==> config.mk <==
export PLATFORM = sky130hd
export DESIGN_NAME = crc_framed_packet_deframer_unit
export DESIGN_NICKNAME = d
export VERILOG_FILES = /design/src/hw/rtl/cfpd_pkg.sv /design/src/hw/rtl/cfpd_ram.sv /design/src/hw/rtl/cfpd_ctrl.sv /design/src/hw/rtl/cfpd_dpath.sv /design/src/hw/rtl/crc_framed_packet_deframer_unit.sv
export SDC_FILE = /design/constraint.sdc
export NUM_CORES = 1
export LEC_CHECK = 0
export ABC_AREA = 1
export BUFFER_PORTS_ARGS = -buffer_cell sky130_fd_sc_hd__buf_4
export CAP_MARGIN = 20
export CORE_MARGIN = 1
export CORE_UTILIZATION = 45
export DETAILED_ROUTE_END_ITERATION = 12
export PLACE_DENSITY = 0.65
export REMOVE_ABC_BUFFERS = 1
export SETUP_SLACK_MARGIN = 0.4
export SLEW_MARGIN = 25
export SYNTH_ARGS = -nofsm -noshare
export SYNTH_HDL_FRONTEND = slang
export SYNTH_SLANG_ARGS = --single-unit
==> constraint.sdc <==
create_clock -name clk -period 12.8 [get_ports clk]
set_clock_uncertainty 0.2 [all_clocks]
set_input_delay 2.56 -clock clk [delete_from_list [all_inputs] [get_ports clk]]
set_output_delay 2.56 -clock clk [all_outputs]
set_load 0.02 [all_outputs]
==> src/hw/rtl/cfpd_pkg.sv <==
// Package for the framed packet deframer: codes, controller state, command/status
// structs, the CRC-16/MODBUS byte update and the type/length acceptance check.
// No dependencies.
package cfpd_pkg;

    localparam logic [7:0]  HDR_A         = 8'hAA;
    localparam logic [7:0]  HDR_B         = 8'h55;
    localparam logic [7:0]  FRAME_VERSION = 8'h01;
    localparam int          FRAME_OVERHEAD = 13;
    localparam int          HDR_BYTES     = 11;
    localparam int          POS_VERSION   = 2;
    localparam int          POS_TYPE      = 3;
    localparam int          POS_LEN       = 10;
    localparam logic [15:0] CRC_INIT      = 16'hFFFF;
    localparam logic [15:0] CRC_POLY      = 16'hA001;

    // message type codes
    localparam logic [7:0] TYPE_BOOL     = 8'h01;
    localparam logic [7:0] TYPE_BULK     = 8'h02;
    localparam logic [7:0] TYPE_PAIR_A   = 8'h10;
    localparam logic [7:0] TYPE_PAIR_B   = 8'h11;
    localparam logic [7:0] TYPE_PAIR_C   = 8'h20;
    localparam logic [7:0] TYPE_EMPTY_A  = 8'h12;
    localparam logic [7:0] TYPE_EMPTY_B  = 8'h13;
    localparam logic [7:0] TYPE_EMPTY_C  = 8'h14;
    localparam logic [7:0] TYPE_EMPTY_D  = 8'h15;
    localparam logic [7:0] TYPE_SEVEN    = 8'h21;
    localparam logic [7:0] TYPE_VAR      = 8'h7E;

    localparam logic [7:0] LEN_BULK      = 8'd72;
    localparam logic [7:0] LEN_PAIR      = 8'd2;
    localparam logic [7:0] LEN_SEVEN     = 8'd7;
    localparam logic [7:0] LEN_VAR_MAX   = 8'd16;

    typedef enum logic [1:0] {
        ST_RECV,
        ST_FETCH,
        ST_LOAD
    } cfpd_state_t;

    typedef struct packed {
        logic take_byte;
        logic load_out;
        logic next_word;
    } cfpd_cmd_t;

    typedef struct packed {
        logic frame_ok;
        logic last_word;
    } cfpd_stat_t;

    function automatic logic [15:0] crc_feed(input logic [15:0] crc, input logic [7:0] b);
        logic [15:0] c;
        c = crc ^ {8'h00, b};
        for (int k = 0; k < 8; k++) begin
            c = c[0] ? ((c >> 1) ^ CRC_POLY) : (c >> 1);
        end
        return c;
    endfunction

    function automatic logic type_fits(input logic [7:0] msg, input logic [7:0] plen,
                                       input logic [7:0] first_byte);
        logic ok;
        case (msg) inside
            TYPE_BOOL:                                         ok = (plen == 8'd1) &&
                                                                    (first_byte <= 8'd1);
            TYPE_BULK:                                         ok = (plen == LEN_BULK);
            TYPE_PAIR_A, TYPE_PAIR_B, TYPE_PAIR_C:             ok = (plen == LEN_PAIR);
            TYPE_EMPTY_A, TYPE_EMPTY_B, TYPE_EMPTY_C, TYPE_EMPTY_D: ok = (plen == 8'd0);
            TYPE_SEVEN:                                        ok = (plen == LEN_SEVEN);
            TYPE_VAR:                                          ok = (plen >= 8'd1) &&
                                                                    (plen <= LEN_VAR_MAX);
            default:                                           ok = 1'b0;
        endcase
        return ok;
    endfunction

endpackage

==> src/hw/rtl/cfpd_ram.sv <==
// Generic single-write, single-read RAM with registered read data.
// No dependencies.
module cfpd_ram #(
    parameter int WIDTH = 64,
    parameter int DEPTH = 12
) (
    input  logic                                 clk,
    input  logic                                 wr_en,
    input  logic [((DEPTH > 1) ? $clog2(DEPTH) : 1)-1:0] wr_addr,
    input  logic [WIDTH-1:0]                     wr_data,
    input  logic [((DEPTH > 1) ? $clog2(DEPTH) : 1)-1:0] rd_addr,
    output logic [WIDTH-1:0]                     rd_data
);

    logic [WIDTH-1:0] mem [DEPTH];
    logic [WIDTH-1:0] rd_data_reg;

    always_ff @(posedge clk)
    begin
        if (wr_en)
        begin
            mem[wr_addr] <= wr_data;
        end
        rd_data_reg <= mem[rd_addr];
    end

    assign rd_data = rd_data_reg;

endmodule

==> src/hw/rtl/cfpd_ctrl.sv <==
// Controller for the deframer: receive bytes, then fetch and hand out payload words.
// Depends on cfpd_pkg.
module cfpd_ctrl (
    input  logic               clk,
    input  logic               rst_n,
    input  logic               in_valid,
    output logic               in_stall,
    output logic               out_valid,
    input  logic               out_stall,
    output cfpd_pkg::cfpd_cmd_t cmd,
    input  cfpd_pkg::cfpd_stat_t stat
);
    import cfpd_pkg::*;

    cfpd_state_t state_reg, state_next;
    logic        out_valid_reg, out_valid_next;
    logic        can_load;

    // output register free, or its transfer completes this cycle
    assign can_load = !out_valid_reg || !out_stall;

    always_ff @(posedge clk or negedge rst_n)
    begin
        if (!rst_n)
        begin
            state_reg     <= ST_RECV;
            out_valid_reg <= 1'b0;
        end
        else
        begin
            state_reg     <= state_next;
            out_valid_reg <= out_valid_next;
        end
    end

    always_comb
    begin
        state_next = state_reg;
        unique case (state_reg)
            ST_RECV:
            begin
                if (in_valid && stat.frame_ok)
                begin
                    state_next = ST_FETCH;
                end
            end
            ST_FETCH:
            begin
                state_next = ST_LOAD;
            end
            ST_LOAD:
            begin
                if (can_load)
                begin
                    state_next = stat.last_word ? ST_RECV : ST_FETCH;
                end
            end
            default:
            begin
                state_next = ST_RECV;
            end
        endcase
    end

    always_comb
    begin
        cmd            = '0;
        in_stall       = 1'b1;
        out_valid_next = out_valid_reg && out_stall;
        unique case (state_reg)
            ST_RECV:
            begin
                in_stall      = 1'b0;
                cmd.take_byte = in_valid;
            end
            ST_FETCH:
            begin
            end
            ST_LOAD:
            begin
                if (can_load)
                begin
                    cmd.load_out   = 1'b1;
                    cmd.next_word  = 1'b1;
                    out_valid_next = 1'b1;
                end
            end
            default:
            begin
            end
        endcase
    end

    assign out_valid = out_valid_reg;

endmodule

==> src/hw/rtl/cfpd_dpath.sv <==
// Datapath for the deframer: frame position tracking, CRC, header capture,
// payload word assembly into RAM and the output register. Depends on cfpd_pkg.
module cfpd_dpath #(
    parameter int MAX_PAYLOAD = 96,
    parameter int WORD_BYTES  = 8
) (
    input  logic                      clk,
    input  logic                      rst_n,
    input  cfpd_pkg::cfpd_cmd_t       cmd,
    output cfpd_pkg::cfpd_stat_t      stat,
    input  logic [7:0]                rx_byte,
    output logic                      ram_wr_en,
    output logic [((((MAX_PAYLOAD + WORD_BYTES - 1) / WORD_BYTES) > 1) ?
                   $clog2((MAX_PAYLOAD + WORD_BYTES - 1) / WORD_BYTES) : 1)-1:0] ram_wr_addr,
    output logic [WORD_BYTES*8-1:0]   ram_wr_data,
    output logic [((((MAX_PAYLOAD + WORD_BYTES - 1) / WORD_BYTES) > 1) ?
                   $clog2((MAX_PAYLOAD + WORD_BYTES - 1) / WORD_BYTES) : 1)-1:0] ram_rd_addr,
    input  logic [WORD_BYTES*8-1:0]   ram_rd_data,
    output logic [7:0]                msg_type,
    output logic [7:0]                src_role,
    output logic [7:0]                src_group,
    output logic [7:0]                dst_role,
    output logic [7:0]                dst_group,
    output logic [15:0]               flow_id,
    output logic [6:0]                payload_len,
    output logic [3:0]                word_index,
    output logic [63:0]               payload_word,
    output logic                      last
);
    import cfpd_pkg::*;

    localparam int NWORDS  = (MAX_PAYLOAD + WORD_BYTES - 1) / WORD_BYTES;
    localparam int AW      = (NWORDS > 1) ? $clog2(NWORDS) : 1;
    localparam int WW      = WORD_BYTES * 8;
    localparam int LANE_W  = (WORD_BYTES > 1) ? $clog2(WORD_BYTES) : 1;
    localparam int CNT_W   = $clog2(FRAME_OVERHEAD + MAX_PAYLOAD + 1);
    localparam int MAX_CNT = FRAME_OVERHEAD + MAX_PAYLOAD;

    logic [CNT_W-1:0]  byte_count_reg, byte_count_next;
    logic [CNT_W-1:0]  expected_total_reg, expected_total_next;
    logic [15:0]       crc_reg, crc_next;
    logic [7:0]        hdr_reg [POS_VERSION:POS_LEN];
    logic [7:0]        first_byte_reg;
    logic [7:0]        crc_low_reg;
    logic [WW-1:0]     acc_reg, acc_next;
    logic [LANE_W-1:0] lane_reg, lane_next;
    logic [AW-1:0]     waddr_reg, waddr_next;
    logic [AW-1:0]     last_word_reg, last_word_next;
    logic [AW-1:0]     word_cnt_reg;

    logic [7:0]        msg_type_reg, src_role_reg, src_group_reg, dst_role_reg, dst_group_reg;
    logic [15:0]       flow_id_reg;
    logic [6:0]        payload_len_reg;
    logic [3:0]        word_index_reg;
    logic [63:0]       payload_word_reg;
    logic              last_reg;

    logic [CNT_W-1:0]  pos;
    logic [CNT_W-1:0]  pos_inc;
    logic [7:0]        plen;
    logic [CNT_W-1:0]  pay_end;
    logic              in_header, in_payload, is_crc_low, overrun;
    logic              frame_end, frame_good;
    logic              flush;
    logic [WW-1:0]     merged;

    assign pos     = byte_count_reg;
    assign pos_inc = byte_count_reg + CNT_W'(1);
    assign plen    = hdr_reg[POS_LEN];
    assign pay_end = CNT_W'(HDR_BYTES) + CNT_W'(plen);

    assign overrun    = (pos >= CNT_W'(MAX_CNT));
    assign in_header  = (pos >= CNT_W'(POS_VERSION)) && (pos < CNT_W'(HDR_BYTES));
    assign in_payload = (pos >= CNT_W'(HDR_BYTES)) && (pos < pay_end) && !overrun;
    assign is_crc_low = (pos >= CNT_W'(HDR_BYTES)) && (pos == pay_end) && !overrun;

    // expected_total is nonzero only after the length byte, so pos is past the header here
    assign frame_end  = (expected_total_reg != '0) && (pos_inc == expected_total_reg) &&
                        !overrun;
    assign frame_good = (hdr_reg[POS_VERSION] == FRAME_VERSION) &&
                        (crc_low_reg == crc_reg[7:0]) && (rx_byte == crc_reg[15:8]) &&
                        type_fits(hdr_reg[POS_TYPE], plen, first_byte_reg);

    assign stat.frame_ok  = frame_end && frame_good;
    assign stat.last_word = (word_cnt_reg == last_word_reg);

    assign merged = acc_reg | (WW'(rx_byte) << {lane_reg, 3'b000});
    assign flush  = (lane_reg == LANE_W'(WORD_BYTES - 1)) || (pos_inc == pay_end);

    assign ram_wr_en   = cmd.take_byte && in_payload && flush;
    assign ram_wr_addr = waddr_reg;
    assign ram_wr_data = merged;
    assign ram_rd_addr = word_cnt_reg;

    always_comb
    begin
        byte_count_next     = byte_count_reg;
        expected_total_next = expected_total_reg;
        crc_next            = crc_reg;
        acc_next            = acc_reg;
        lane_next           = lane_reg;
        waddr_next          = waddr_reg;
        last_word_next      = last_word_reg;
        if (cmd.take_byte)
        begin
            if (pos == '0)
            begin
                if (rx_byte == HDR_A)
                begin
                    byte_count_next = CNT_W'(1);
                end
            end
            else if (pos == CNT_W'(1))
            begin
                if (rx_byte == HDR_B)
                begin
                    byte_count_next = CNT_W'(2);
                end
                else if (rx_byte != HDR_A)
                begin
                    byte_count_next = '0;
                    expected_total_next = '0;
                    crc_next = CRC_INIT;
                end
            end
            else if (overrun)
            begin
                byte_count_next     = '0;
                expected_total_next = '0;
                crc_next            = CRC_INIT;
            end
            else
            begin
                byte_count_next = pos_inc;
                if (in_header)
                begin
                    crc_next       = crc_feed((pos == CNT_W'(POS_VERSION)) ? CRC_INIT : crc_reg,
                                              rx_byte);
                    acc_next       = '0;
                    lane_next      = '0;
                    waddr_next     = '0;
                    last_word_next = '0;
                end
                else if (in_payload)
                begin
                    crc_next = crc_feed(crc_reg, rx_byte);
                    if (flush)
                    begin
                        acc_next       = '0;
                        lane_next      = '0;
                        waddr_next     = waddr_reg + AW'(1);
                        last_word_next = waddr_reg;
                    end
                    else
                    begin
                        acc_next  = merged;
                        lane_next = lane_reg + LANE_W'(1);
                    end
                end
                if (pos == CNT_W'(POS_LEN))
                begin
                    if (rx_byte > 8'(MAX_PAYLOAD))
                    begin
                        byte_count_next     = '0;
                        expected_total_next = '0;
                        crc_next            = CRC_INIT;
                    end
                    else
                    begin
                        expected_total_next = CNT_W'(FRAME_OVERHEAD) + CNT_W'(rx_byte);
                    end
                end
                else if (frame_end)
                begin
                    byte_count_next     = '0;
                    expected_total_next = '0;
                    crc_next            = CRC_INIT;
                end
            end
        end
    end

    always_ff @(posedge clk or negedge rst_n)
    begin
        if (!rst_n)
        begin
            byte_count_reg     <= '0;
            expected_total_reg <= '0;
            crc_reg            <= CRC_INIT;
            lane_reg           <= '0;
            waddr_reg          <= '0;
            last_word_reg      <= '0;
            word_cnt_reg       <= '0;
        end
        else
        begin
            byte_count_reg     <= byte_count_next;
            expected_total_reg <= expected_total_next;
            crc_reg            <= crc_next;
            lane_reg           <= lane_next;
            waddr_reg          <= waddr_next;
            last_word_reg      <= last_word_next;
            if (cmd.take_byte)
            begin
                word_cnt_reg <= '0;
            end
            else if (cmd.next_word)
            begin
                word_cnt_reg <= word_cnt_reg + AW'(1);
            end
        end
    end

    // payload-side registers, no reset
    always_ff @(posedge clk)
    begin
        acc_reg <= acc_next;
        if (cmd.take_byte && !overrun && (pos > CNT_W'(1)))
        begin
            for (int i = POS_VERSION; i <= POS_LEN; i++)
            begin
                if (pos == CNT_W'(i))
                begin
                    hdr_reg[i] <= rx_byte;
                end
            end
            if (in_payload && (pos == CNT_W'(HDR_BYTES)))
            begin
                first_byte_reg <= rx_byte;
            end
            if (is_crc_low)
            begin
                crc_low_reg <= rx_byte;
            end
        end
        if (cmd.load_out)
        begin
            msg_type_reg     <= hdr_reg[3];
            src_role_reg     <= hdr_reg[4];
            src_group_reg    <= hdr_reg[5];
            dst_role_reg     <= hdr_reg[6];
            dst_group_reg    <= hdr_reg[7];
            flow_id_reg      <= {hdr_reg[9], hdr_reg[8]};
            payload_len_reg  <= 7'(plen);
            word_index_reg   <= 4'(word_cnt_reg);
            // empty payload: RAM entry 0 is stale
            payload_word_reg <= (plen == 8'd0) ? 64'd0 : 64'(ram_rd_data);
            last_reg         <= stat.last_word;
        end
    end

    assign msg_type     = msg_type_reg;
    assign src_role     = src_role_reg;
    assign src_group    = src_group_reg;
    assign dst_role     = dst_role_reg;
    assign dst_group    = dst_group_reg;
    assign flow_id      = flow_id_reg;
    assign payload_len  = payload_len_reg;
    assign word_index   = word_index_reg;
    assign payload_word = payload_word_reg;
    assign last         = last_reg;

endmodule

==> src/hw/rtl/crc_framed_packet_deframer_unit.sv <==
// Top level of the CRC-16/MODBUS framed packet deframer.
// Depends on cfpd_pkg, cfpd_ram, cfpd_ctrl and cfpd_dpath.
//
//  channel | handshake            | payload
//  --------+----------------------+------------------------------------------------
//  in      | in_valid / in_stall  | rx_byte
//  out     | out_valid / out_stall| msg_type src_role src_group dst_role dst_group
//          |                      | flow_id payload_len word_index payload_word last
//
// One byte is taken per cycle while a frame is being received.
// After the final byte of a good frame the input stalls while its words go out; each
// word passes a fetch state, for the registered read of the payload word RAM, then a load state.
// Reset is asynchronous; no memory clearing pass is needed.
// out_stall holds the output register; the last word may wait there while the
// next frame's bytes are already being taken.
module crc_framed_packet_deframer_unit #(
    parameter int MAX_PAYLOAD = 96,
    parameter int WORD_BYTES  = 8
) (
    input  logic        clk,
    input  logic        rst_n,
    input  logic        in_valid,
    output logic        in_stall,
    input  logic [7:0]  rx_byte,
    output logic        out_valid,
    input  logic        out_stall,
    output logic [7:0]  msg_type,
    output logic [7:0]  src_role,
    output logic [7:0]  src_group,
    output logic [7:0]  dst_role,
    output logic [7:0]  dst_group,
    output logic [15:0] flow_id,
    output logic [6:0]  payload_len,
    output logic [3:0]  word_index,
    output logic [63:0] payload_word,
    output logic        last
);
    import cfpd_pkg::*;

    localparam int NWORDS = (MAX_PAYLOAD + WORD_BYTES - 1) / WORD_BYTES;
    localparam int AW     = (NWORDS > 1) ? $clog2(NWORDS) : 1;
    localparam int WW     = WORD_BYTES * 8;

    cfpd_cmd_t  cmd;
    cfpd_stat_t stat;
    logic          ram_wr_en;
    logic [AW-1:0] ram_wr_addr;
    logic [WW-1:0] ram_wr_data;
    logic [AW-1:0] ram_rd_addr;
    logic [WW-1:0] ram_rd_data;

    cfpd_ctrl u_ctrl (
        .clk       (clk),
        .rst_n     (rst_n),
        .in_valid  (in_valid),
        .in_stall  (in_stall),
        .out_valid (out_valid),
        .out_stall (out_stall),
        .cmd       (cmd),
        .stat      (stat)
    );

    cfpd_dpath #(
        .MAX_PAYLOAD (MAX_PAYLOAD),
        .WORD_BYTES  (WORD_BYTES)
    ) u_dpath (
        .clk          (clk),
        .rst_n        (rst_n),
        .cmd          (cmd),
        .stat         (stat),
        .rx_byte      (rx_byte),
        .ram_wr_en    (ram_wr_en),
        .ram_wr_addr  (ram_wr_addr),
        .ram_wr_data  (ram_wr_data),
        .ram_rd_addr  (ram_rd_addr),
        .ram_rd_data  (ram_rd_data),
        .msg_type     (msg_type),
        .src_role     (src_role),
        .src_group    (src_group),
        .dst_role     (dst_role),
        .dst_group    (dst_group),
        .flow_id      (flow_id),
        .payload_len  (payload_len),
        .word_index   (word_index),
        .payload_word (payload_word),
        .last         (last)
    );

    cfpd_ram #(
        .WIDTH (WW),
        .DEPTH (NWORDS)
    ) u_word_ram (
        .clk     (clk),
        .wr_en   (ram_wr_en),
        .wr_addr (ram_wr_addr),
        .wr_data (ram_wr_data),
        .rd_addr (ram_rd_addr),
        .rd_data (ram_rd_data)
    );

endmodule

==> results of run 1 <==
[cell families after synthesis]
logic type / count (synthesis) / synth area share (%)
DFF: 1163 / 74.3
and+or+nand+nor: 1112 / 10.0
AOI/OAI and AO/OA: 850 / 10.4
buffers and inverters: 445 / 3.85
xor gates and xnor gates: 39 / 0.745
adders and majority gates: 27 / 0.737
[stage by stage]
| stage | power (mW) | cells | hold slack (ns) | instance area [sq um] |
|---|---|---|---|---|
| 6_report | 9.02 | 5188 | 0.211 | 52100 |
| 5_1_grt | 9.35 | 5188 | 0.223 | 52100 |
| 4_1_cts | 9.07 | 5187 | 0.215 | 52100 |
| 3_5_place_dp | 5.71 | 4970 | 0.205 | 48300 |
| 3_3_place_gp | 5.69 | 4968 | 0.200 | 48200 |
| 2_1_floorplan | 5.31 | 3429 | 0.200 | 45000 |
[routing by layer]
| layer | track usage (%) | wire length, microns | share of wire, % |
|---|---|---|---|
| met5 | 0 | 0 | 0 |
| met4 | 8.18 | 3800 | 3.5 |
| met1 | 27.5 | 45300 | 42 |
| met2 | 34.7 | 52200 | 48 |
| met3 | 3.11 | 6610 | 6.1 |
[cell usage in the layout (no fill, tap or decap), types with 16 or more instances in the layout]
cell type and n:
nor2_1 665, dfrtp_1 28, nand3_1 46, a21oi_1 131
nand4_1 61, clkbuf_1 25, buf_4 178, nand2_1 255
o221ai_1 27, a31oi_1 38, edfxtp_1 1051, dfstp_2 16
dfxtp_1 64, inv_1 223, clkbuf_16 116, xor2_1 24
clkinv_2 26, a211oi_1 38, ha_1 27, nor3_1 18
o21ai_0 472, o22ai_1 107, clkinv_1 22
[power by group]
part	internal [mW]	leakage, nW	total (mW)	switching, mW
sequential	4.45	10.6	4.52	0.0715
clock	1.95	1.88	3.37	1.42
combinational	0.265	5.75	1.13	0.861
total	6.67	18.2	9.02	2.35
[worst max-delay path, cell delays in order, from the launching register on]
cell      delay [ns]
edfxtp_1        0.42
inv_1           0.13
ha_1            0.27
o21ai_1         0.21
nand3_1         0.12
xor2_1          0.24
ha_1            0.29
a21oi_1         0.12
o21ai_0         0.10
a21oi_1         0.22
nand3_2         0.24
inv_1           0.18
nand4_1         0.31
nor2_4          0.85
buf_4           0.68
[cell type report]
class,instances,area [sq um]
multi-input cells,2028,10200
inverters,238,908
well taps,1357,1700
clock buffers,152,3150
fillers,8426,48400
clock inverters,65,676
flip-flops and latches,1163,34100
repair buffers,185,1480
[path summary, 6_finish.rpt]
check	start	to	slack [ns]
worst max-delay path	u_dpath.hdr_reg[10][0]	u_word_ram.mem[2][1]	7.82
worst min-delay path	u_dpath.hdr_reg[9][1]	flow_id[9]	0.21
worst max register to register	u_dpath.hdr_reg[10][0]	u_word_ram.mem[2][1]	7.82
worst min register to register	u_dpath.hdr_reg[9][1]	flow_id[9]	0.21
max in group asynchronous	rst_n	u_dpath.ram_rd_addr[3]	10.18
min in group asynchronous	rst_n	u_ctrl.state_reg[1]	1.71
==> out/metrics.cfg, run 1 <==
[status]
outcome=complete, no violations

[yosys]
async_flop_share_pct=4.13
netlist_instances=3636
yosysTopAreaCell=edfxtp_1
synth.distinct_cells=51
synthTopCellsByCount=edfxtp_1, nor2_1, o21ai_0
synth.top_cell.area_share_pct=68.8
synthTopCellsByArea=edfxtp_1, nor2_1, o21ai_0
ys_warn_count=0
ys_ff_latch=1163
synth_area_sq_um=45900
synth_most_common_cell=edfxtp_1
synth-edff-count=1051
yosysSeqAreaShare_pct=74.3
syn_area_per_cell_sq_um=12.6
synthFlopType=edfxtp_1

[cts]
clk_latency_ns=0.71
cts_resized=0
cts_tree=yes
root_buffer=clkbuf_16
clkSinkCount=1163
clkTransAtPathRegs_ns=0.06
cts_buffers=116
cts_setup_buffers=0
hold_buffers=0
htreeDepth=3
clk_path_buf_depth=3

[layout]
fin_util_pct=51.8
diodes=0
largest_register_ffs=768
area_growth_pct=13.7
final_nets=3771
drive_above_1_share_pct=11.9

[placement]
place.gp.congestion=0.864
io_buffer_count=145
pre_cts_slack_ns=7.15
dp_hpwl_mm=59.9

[flow_run]
maxCapViolCount=0

[worst_hold_path]
worstHoldPathCells=0
min_path_type=flop to flop

[drt]
ant_nets=0
vias_per_cell=5.46
first_iter_violations=2870
vias=28300
drc_errors=0
firstDrtPassIters=5
wl_mm=108
wl_per_cell_microns=20.8

[die]
fp.coreArea_sq_um=101000
io_pins=146
start_util_pct=45.6
die-area_sq_um=103000
die_y_microns=321
rows=116
die_w_microns=321

[global_routing]
grt_max_degree=251
gr-total-overflow=0
grt_pass1_vias=27700
grt_use_total_pct=20.8
grt_pass1_wl_mm=164
antenna_found_initial=0

[timing]
setup_viol=0
hold_viol=0
worst_slack_ns=7.82
worst-slew-pin-transition_ns=1.04
slew_viol_final=0
setup-tns-final_ns=0
rsz0062_at_grt=false
max-slew-margin-rel_pct=30.3
fmax_mhz=201
finalCritPeriodShare_pct=38.9
min_period_ns=4.98

[critical_path]
cp.arrival_ns=5.09
crit_fanout=37
worstSetupEndpointType=flop
worst-setup-path-type=flop to flop
cp-start-kind=flop
ff2ff_path_depth=14
required_ns=12.91

[power_and_ir_drop]
p_per_area_nw_per_um2=173
vdd_drop_max_v=0.000129
power_leakage_nw=18.2

(Power assumes the default switching activity.)
==> run 2: changes to the inputs <==
Settings changed: PLACE_DENSITY 0.65 to 0.67.
Clock period 12.8 ns to 4 ns, I/O delays scaled along.
==> out/metrics.cfg, run 2 (same netlist as run 1, synthesis figures left out) <==
[cts]
htreeDepth=3  ; unchanged
clkSinkCount=1163  ; unchanged
clkTransAtPathRegs_ns=0.06  ; about the same
clk_path_buf_depth=3  ; unchanged
cts_buffers=114  ; -1.7%
root_buffer=clkbuf_16
clk_latency_ns=0.71  ; about the same
cts_tree=yes

[global_routing]
antenna_found_initial=1  ; +1
grt_pass1_wl_mm=170  ; +3.4%
gr-total-overflow=0  ; unchanged
grt_pass1_vias=28000  ; +0.75%
grt_max_degree=154  ; -39%
grt_use_total_pct=21.6  ; +0.74 points

[critical_path]
regToRegSetupSlack_ns=0.52  ; -7.30 ns
r2r_start=u_dpath.hdr_reg[10][1]
crit_fanout=12  ; -68%
ff2ff_path_depth=16  ; +2
worstSetupEndpointType=flop
worst-setup-path-type=flop to flop
required_ns=4.21  ; -8.70 ns
cp.arrival_ns=3.69  ; -1.40 ns
cp-start-kind=flop
r2r-end=u_dpath.acc_reg[32]

[die]
fp.coreArea_sq_um=101000  ; unchanged
start_util_pct=45.6  ; unchanged
die_y_microns=321  ; unchanged
die_w_microns=321  ; unchanged
io_pins=146  ; unchanged
rows=116  ; unchanged
die-area_sq_um=103000  ; unchanged

[layout]
multiInputGateArea_sq_um=10300  ; +0.95%
area_growth_pct=16.4
mostFrequentLayoutCells=edfxtp_1, nor2_1, o21ai_0
regArea_sq_um=34100  ; about the same
final_nets=3848  ; +2.0%
postLayoutCellArea_sq_um=53400  ; +2.3%
fillers=8230  ; -2.3%
drive_above_1_share_pct=14.2  ; +2.3 points
final_common_cell=edfxtp_1
diodes=0  ; unchanged
largest_register_ffs=768  ; unchanged

[drt]
wl_mm=113  ; +4.4%
vias_per_cell=5.51  ; +0.78%
dr_wl_met3_mm=7.02  ; +6.3%
wl_per_cell_microns=21.4  ; +2.9%
first_iter_violations=3059  ; +6.6%
vias=29000  ; +2.2%
wl_met1_mm=46.5  ; +2.6%
top_layer=met4
ant_nets=0  ; unchanged
wl_met2_mm=56.2  ; +7.7%
drc_errors=0  ; unchanged
firstDrtPassIters=9  ; +4

[power_and_ir_drop]
pwr-share-seq_pct=49.8  ; -0.3 points
vdd_drop_max_v=0.000388  ; +200%
p_per_area_nw_per_um2=543  ; +210%
p_switching_mw=7.70  ; +230%
swShare_pct=26.6  ; +0.48 points
clkPwrFrac_pct=36.7  ; -0.7 points
comb_power_share_pct=13.5  ; +1.0 points
power_leakage_nw=18.7  ; +2.5%
cellInternalPower_mw=21.3  ; +220%

[placement]
place.gp.congestion=0.882  ; +2.1%
dp_hpwl_mm=65.5  ; +9.5%
detailed_place.area_sq_um=49100  ; +1.7%
io_buffer_count=145  ; unchanged

[status]
outcome=complete, no violations

[worst_hold_path]
hold_path_end=u_ctrl.out_valid
worstHoldStart=out_stall
worstHoldPathCells=3  ; +3
min_path_type=input pin to flop

[timing]
setup-tns-final_ns=0  ; unchanged
finalCritPeriodShare_pct=87.0  ; +48 points
rsz0062_at_grt=true
setup_viol=0  ; unchanged
min_period_ns=3.48  ; -1.50 ns
slew_viol_final=0  ; unchanged
worst-slew-pin-transition_ns=0.900  ; -0.144 ns
hold_slack_ns=0.143  ; -0.0687 ns
hold_viol=0  ; unchanged
fmax_mhz=287  ; +43%
max-slew-margin-rel_pct=39.9  ; +9.6 points

[flow_run]
maxCapViolCount=0  ; unchanged

run 2: cell types whose count changed in the layout (fill, tap and decap cells not counted), moves of 5 or more:
| cell | previous run | this run |
|---|---|---|
| buf_4 | 178 | 213 |
| nand2_1 | 255 | 249 |
| clkbuf_16 | 116 | 121 |
| nand2_2 | 9 | 15 |
| clkinv_4 | 1 | 6 |
| clkinvlp_4 | 2 | 13 |
| clkbuf_1 | 25 | 19 |
| clkbuf_8 | 11 | 6 |
| buf_12 | 2 | 37 |
| clkinv_2 | 26 | 20 |
run 2: through the flow:
step / util, % / setup WS, ns / total power [mW] / std cells
global placement: 48.8 / 0.172 / 18.3 / 5027
detailed placement: 48.8 / 0.179 / 18.4 / 5027
global route: 53.1 / 0.326 / 30.0 / 5262
floorplan: - / -10.55 / 17.0 / 3429
CTS: 52.7 / 0.396 / 29.0 / 5245
finish: 53.1 / 0.519 / 29.0 / 5262
run 2: worst max-delay path: stages (launching register included):
cell       delay (ns)
edfxtp_1         0.35
inv_1            0.10
ha_4             0.19
o21ai_4          0.16
nand3_2          0.10
xor2_2           0.22
ha_4             0.24
a21oi_2          0.11
o21ai_1          0.09
a21oi_2          0.16
nand3_2          0.11
buf_4            0.17
nand2_4          0.09
inv_4            0.08
nor4_4           0.42
clkbuf_16        0.25
buf_16           0.14
run 2: per-layer routing:
metal	global-route usage (%)	vias up
met2	36.8	1053
met5	0	-
met1	28.6	14300
li1	-	13400
met4	6.87	0
met3	2.79	200
run 2: worst max path at each step:
stage / from / to / slack [ns]
after global routing: u_dpath.hdr_reg[10][0] / u_dpath.acc_reg[32] / 0.33
after CTS: u_dpath.hdr_reg[10][0] / u_dpath.acc_reg[44] / 0.40
after detailed placement: u_dpath.hdr_reg[10][0] / u_word_ram.mem[9][1] / 0.18
after global placement: u_dpath.hdr_reg[10][0] / u_word_ram.mem[9][49] / 0.17
after floorplan: u_dpath.ram_rd_addr[0] / u_word_ram.rd_data[0] / -10.55
final: u_dpath.hdr_reg[10][1] / u_dpath.acc_reg[32] / 0.52
run 2: repair_timing:
item | 4_1_cts | 5_1_grt
gates resized for setup | 6 | 26
pin swaps | 2 | 3
hold endpoints to repair | 32 | 0
hold buffers | 1 | 0
setup buffers | 3 | 9
cloned | 2 | 8
endpoints found under the setup margin | 532 | 712
run 2: power groups by stage:
stage | combinational (mW) | clock (mW) | sequential, mW
final | 3.91 | 10.6 | 14.4
after global routing | 4.28 | 11.3 | 14.5
after CTS | 3.71 | 10.8 | 14.4
after detailed placement | 3.68 | 0 | 14.7
after global placement | 3.62 | 0 | 14.7
after floorplan | 2.31 | 0 | 14.7
run 2: cell type report:
class                   instances  area share, %
well taps                    1357           3.18
clock buffers                 140           5.68
clock inverters                72           1.39
repair buffers                264           4.96
inverters                     238           1.70
multi-input cells            2028           19.2
flip-flops and latches       1163           63.9
